--- src/iou_pkg.sv ---
package iou_pkg;

  localparam int MAX_TRACKS_DEF = 16;
  localparam int COORD_BITS_DEF = 12;
  localparam int BOX_COORD_W    = 12;
  localparam int BOX_SIZE_W     = 11;
  localparam int ID_W           = 8;
  localparam int THR_W          = 8;
  localparam logic [THR_W-1:0] THR_RESET = 8'd128;

  // Commands from the controller to the datapath.
  typedef struct packed {
    logic load_box;    // capture the input beat
    logic scan_read;   // present read address for a previous-table entry
    logic scan_eval;   // evaluate returned entry against the box
    logic decide;      // choose matched or new id
    logic find_read;   // present read address for a current-table entry
    logic find_eval;   // compare returned entry id
    logic commit;      // write box and form the result
    logic close_only;  // form an empty result
    logic swap;        // swap banks at frame end
  } iou_cmd_t;

  // Status from the datapath to the controller.
  typedef struct packed {
    logic scan_last;
    logic find_last;
    logic find_hit;
  } iou_sts_t;

endpackage

--- src/iou_ctrl.sv ---
module iou_ctrl (
  input  logic              clk,
  input  logic              rst,
  input  logic              box_valid,
  output logic              box_ready,
  input  logic              no_detection,
  input  logic              frame_last,
  output logic              out_valid,
  input  logic              out_ready,
  input  iou_pkg::iou_sts_t sts,
  output iou_pkg::iou_cmd_t cmd
);
  import iou_pkg::*;

  localparam logic [2:0] S_IDLE  = 3'd0;
  localparam logic [2:0] S_SCAN  = 3'd1;
  localparam logic [2:0] S_DEC   = 3'd2;
  localparam logic [2:0] S_FIND  = 3'd3;
  localparam logic [2:0] S_COMM  = 3'd4;
  localparam logic [2:0] S_SMUL  = 3'd5;
  localparam logic [2:0] S_SEVAL = 3'd6;
  localparam logic [2:0] S_FEVAL = 3'd7;

  logic [2:0] state;
  logic [2:0] state_next;
  logic       last;
  logic       out_valid_next;

  // A new beat is taken once the prior result has left the output register.
  assign box_ready = (state == S_IDLE) && !out_valid;

  always_comb begin
    cmd        = '0;
    state_next = state;
    out_valid_next = out_valid && !out_ready;
    case (state)
      S_IDLE: begin
        if (box_valid && box_ready) begin
          cmd.load_box = 1'b1;
          if (no_detection) begin
            cmd.close_only = 1'b1;
            cmd.swap       = frame_last;
            out_valid_next = 1'b1;
          end else begin
            state_next = S_SCAN;
          end
        end
      end
      S_SCAN: begin
        cmd.scan_read = 1'b1;
        state_next    = S_SMUL;
      end
      // The entry is on the read port; its products are registered.
      S_SMUL: begin
        state_next = S_SEVAL;
      end
      S_SEVAL: begin
        cmd.scan_eval = 1'b1;
        state_next    = sts.scan_last ? S_DEC : S_SCAN;
      end
      S_DEC: begin
        cmd.decide = 1'b1;
        state_next = S_FIND;
      end
      S_FIND: begin
        cmd.find_read = 1'b1;
        state_next    = S_FEVAL;
      end
      S_FEVAL: begin
        cmd.find_eval = 1'b1;
        state_next    = (sts.find_hit || sts.find_last) ? S_COMM : S_FIND;
      end
      S_COMM: begin
        cmd.commit = 1'b1;
        cmd.swap   = last;
        out_valid_next = 1'b1;
        state_next = S_IDLE;
      end
      default: begin
        state_next = S_IDLE;
      end
    endcase
  end

  always_ff @(posedge clk) begin
    if (rst) begin
      state     <= S_IDLE;
      out_valid <= 1'b0;
      last      <= 1'b0;
    end else begin
      state     <= state_next;
      out_valid <= out_valid_next;
      if (cmd.load_box) begin
        last <= frame_last;
      end
    end
  end

  assert property (@(posedge clk) disable iff (rst)
    cmd.commit |=> out_valid)
    else $error("result not raised after commit");
  assert property (@(posedge clk) disable iff (rst)
    (state != S_IDLE) |-> !box_ready)
    else $error("ready while busy");
  assert property (@(posedge clk) disable iff (rst)
    $onehot0({cmd.scan_read, cmd.scan_eval, cmd.find_read, cmd.find_eval, cmd.commit}))
    else $error("conflicting commands");

endmodule

--- config.mk ---
export PLATFORM = sky130hd
export DESIGN_NAME = iou_ctrl
export DESIGN_NICKNAME = d
export VERILOG_FILES = /design/src/iou_pkg.sv /design/src/iou_ctrl.sv
export SDC_FILE = /design/constraint.sdc
export NUM_CORES = 1
export LEC_CHECK = 0
export ABC_AREA = 1
export BUFFER_PORTS_ARGS = -buffer_cell sky130_fd_sc_hd__clkbuf_2
export CORE_AREA = 10 10 47 49
export DETAILED_ROUTE_END_ITERATION = 10
export DIE_AREA = 0 0 57 59
export GPL_ROUTABILITY_DRIVEN = 0
export PLACE_DENSITY = 0.61
export SLEW_MARGIN = 0
export SYNTH_ARGS = -nofsm -noshare
export SYNTH_HDL_FRONTEND = slang
export SYNTH_SLANG_ARGS = --single-unit
--- constraint.sdc ---
create_clock -name clk -period 2.25 [get_ports clk]
set_input_delay 0.45 -clock clk [delete_from_list [all_inputs] [get_ports clk]]
set_output_delay 0.45 -clock clk [all_outputs]
set_load 0.05 [all_outputs]
== Yosys cells after proc, flatten, opt, wreduce, memory -nomap -nowiden ==
Cells that the tools add are included.
Word-level totals
  output and inout port bits: 11
  register bits: 5
  logic and storage cells: 40
  input bits: 9
Operators by class
  equality and inequality tests: 9
  muxes and demuxes: 20
  reductions and logical operators: 8
Operators by type and width (count)
  3-bit case mux with 8 select lines: 1
  3-bit == test (second input constant): 4
  1-bit 2-to-1 mux: 11
  3-bit 2-to-1 mux: 3
  3-bit by 2-bit == test with 1-bit output (second input constant): 2
  2-bit 2-to-1 mux: 3
  1-bit case mux with 2 select lines: 2
  3-bit by 1-bit == test with 1-bit output (second input constant): 1
  1-bit logical AND: 3
  3-bit zero test: 1
  1-bit zero test: 2
  2-bit by 1-bit != test with 1-bit output (second input constant): 1
  2-bit != test (second input constant): 1
  2-bit AND reduction: 1
  1-bit logical OR: 1

== Depth between registers and ports, before layout ==
  depth after elaboration: 5
  depth in mapped cells: 7
  mapped depth without buffers: 6

== Worst setup path before layout ==
OpenSTA, ideal clock, no wires.
  kind: register -> output
  start point: reg out_valid
  end point: out cmd[0] (netlist name)
  stages on the path, launching flop included: 4
  buffers on the path: 0
  data arrival time: 1578 ps
  path slack: 222 ps
  data required time: 1800 ps
  path through: dfxtp_1 -> inv_1 -> nand4_4 -> o22ai_1
RTL lines
  start, declared: line iou_ctrl.sv:8  | output logic out_valid,
  start signal, assigned: line iou_ctrl.sv:92  | out_valid <= out_valid_next;
  end, declared: line iou_ctrl.sv:11  | output iou_pkg::iou_cmd_t cmd

==> results_dict.tcl <==
set metrics [dict create \
    track_usage_pct 6.31 \
    rsz0062_at_grt "no" \
    slew_headroom_pct 78.7 \
    clock_skew_ns 0.00314 \
    synth_edf_count 0 \
    cts_sinks 5 \
    post_cts_resize_count 0 \
    power.leakage_nw 0.249 \
    routedWlPerCell_um 10.3 \
    io_pins 20 \
    first_pass_iters 4 \
    timing.critical_path.fanout_max 8 \
    ys_seq_area_share_pct 29.5 \
    path_cells "nor2_4 -> nand2_1 -> o22ai_1 -> clkbuf_2" \
    cp-start-kind "flop" \
    p_per_area_nw_per_um2 756 \
    root_buffer "clkbuf_4" \
    die_y_um 59 \
    cts_hold_buf 0 \
    setup_viol 0 \
    clock.fmax_mhz 549 \
    clock_latency_ns 0.24 \
    endpoint_kind "primary output" \
    htreeDepth 1 \
    finalHoldViolations 0 \
    synthesis.nets 62 \
    core_area_um2 1400 \
    synth_top_area_cell "dfxtp_1" \
    status "finished clean" \
    via_per_inst 4.22 \
    ys_warn_count 0 \
    areaGrowthSynthToFinish_pct 35.1 \
    grt_pass1_wl_um 1680 \
    ant_nets 0 \
    worst_path_max_delay_cell "dfxtp_1" \
    cts_buffer_depth 2 \
    synth_area_leaders "dfxtp_1, nand2_1, nor2_1" \
    post-cts-setup-buffers 0 \
    async_flop_share_pct 0 \
    worstMarginPinSlew_ns 0.320 \
    drive_above_1_share_pct 35.1 \
    remaining_drc_errors 0 \
    port-buffer-count 19 \
    nNetsFinal 84 \
    netlist_area_um2 339 \
    required_ns 1.80 \
    cp.arrival_ns 1.37 \
    slowest_delay_ns 0.39 \
    hold_path_class "input port to flop" \
    antenna_found_initial 0 \
    synth_cells 53 \
    min_period_ns 1.82 \
    dieArea_um2 3360 \
    synth-main-ff-cell "dfxtp_1" \
    cts_buffers 3 \
    worst-setup-path-type "flop to primary output" \
    tritoncts "done" \
    drv_cap 0 \
    vias 380 \
    path_clk_slew_ns 0.04 \
    grt_max_degree 10 \
    fp.dieW_um 57 \
    n_antenna_cell 0 \
    synthTopCellsByCount "nand2_1, nor2_1, inv_1" \
    setup_tns_ns 0 \
    yosysUniqueCellTypes 14 \
    slew_viol_final 0 \
    wl_um 929 \
    irDropWorstVdd_mv 0.343 \
    overflow 0 \
    post-route-period-util_pct 80.9 \
    syn-mean-instance-area_um2 6.40 \
    yosysTopAreaCellShare_pct 29.5 \
    start_util_pct 24.2 \
    first_global_vias 406 \
    drt_iter0_drc 1 \
    ys_ff_latch 5 \
    dp_hpwl_um 812 \
    holdWs_ns 0.420 \
    rows 14 \
]
placed cells by master, fill, tap and decap left out, drive strengths merged:
cell type | Yosys | layout
o22ai | 1 | 1
nor2 | 14 | 14
clkbuf | 0 | 23
nor3 | 3 | 3
inv | 9 | 9
nand2 | 12 | 12
nand3 | 2 | 2
o21ai | 2 | 2
nand4 | 1 | 1
a31oi | 2 | 2
dfxtp | 5 | 5
path summary, 6_finish.rpt:
path | from | end | slack (ns) | depth (start not counted)
min reg2reg | last | last | 0.53 | 4
min | rst | state[1] | 0.42 | 2
max reg2reg | state[1] | out_valid | 1.17 | 5
max | state[1] | cmd[0] | 0.43 | 4
flip-flops by register name (all words and copies together) (netlist names):
signal,flops
last,1
out_valid,1
state,3
critical path: cells and delay by family, from the launching register on:
family	cells	cell delay, ns
AO/OA/AOI/OAI	1	0.17
buffers and inverters	1	0.30
flip-flops	1	0.39
AND/OR/NAND/NOR	2	0.27
stage by stage:
stage               util [%]  std cells  worst slack (ns)  total power [W]  area (µm²)
CTS                     32.7         90             0.406         0.000354         458
global placement        30.8         86             0.684         0.000244         432
detailed placement      30.8         86             0.663         0.000245         432
global route            32.7         90             0.335         0.000378         458
finish                  32.7         90             0.430         0.000346         458
floorplan                  -         53             0.222         0.000214         339
cells by family after synthesis:
logic type	after synthesis	share of synthesized area [%]
buffers and inverters	11	16.6
AND/OR/NAND/NOR	32	45.4
AO/OA/AOI/OAI	5	8.49
flip-flops	5	29.5
area by class of cell:
type / count / area [µm²]
fill: 178 / 943
tap: 16 / 20.0
inverter: 9 / 33.8
clock buffer: 4 / 26.3
multi-input combinational: 37 / 183
sequential: 5 / 100
timing repair buffer: 19 / 95.1
report_power, final:
part / internal, W / leakage [nW] / total (W) / switching [W]
registers: 0.0000975 / 0.0411 / 0.000109 / 0.0000112
logic: 0.0000345 / 0.193 / 0.000132 / 0.0000977
clock network: 0.0000671 / 0.0150 / 0.000105 / 0.0000380
total: 0.000199 / 0.249 / 0.000346 / 0.000147
layer usage:
metal,global-route usage (%),vias up,wire length (µm)
li1,-,205,-
met1,6.52,157,433
met2,9.61,18,418
met3,4.94,0,77
met4,2.01,0,0
met5,0,-,0
Note: power is estimated with default switching activity, not from simulation.
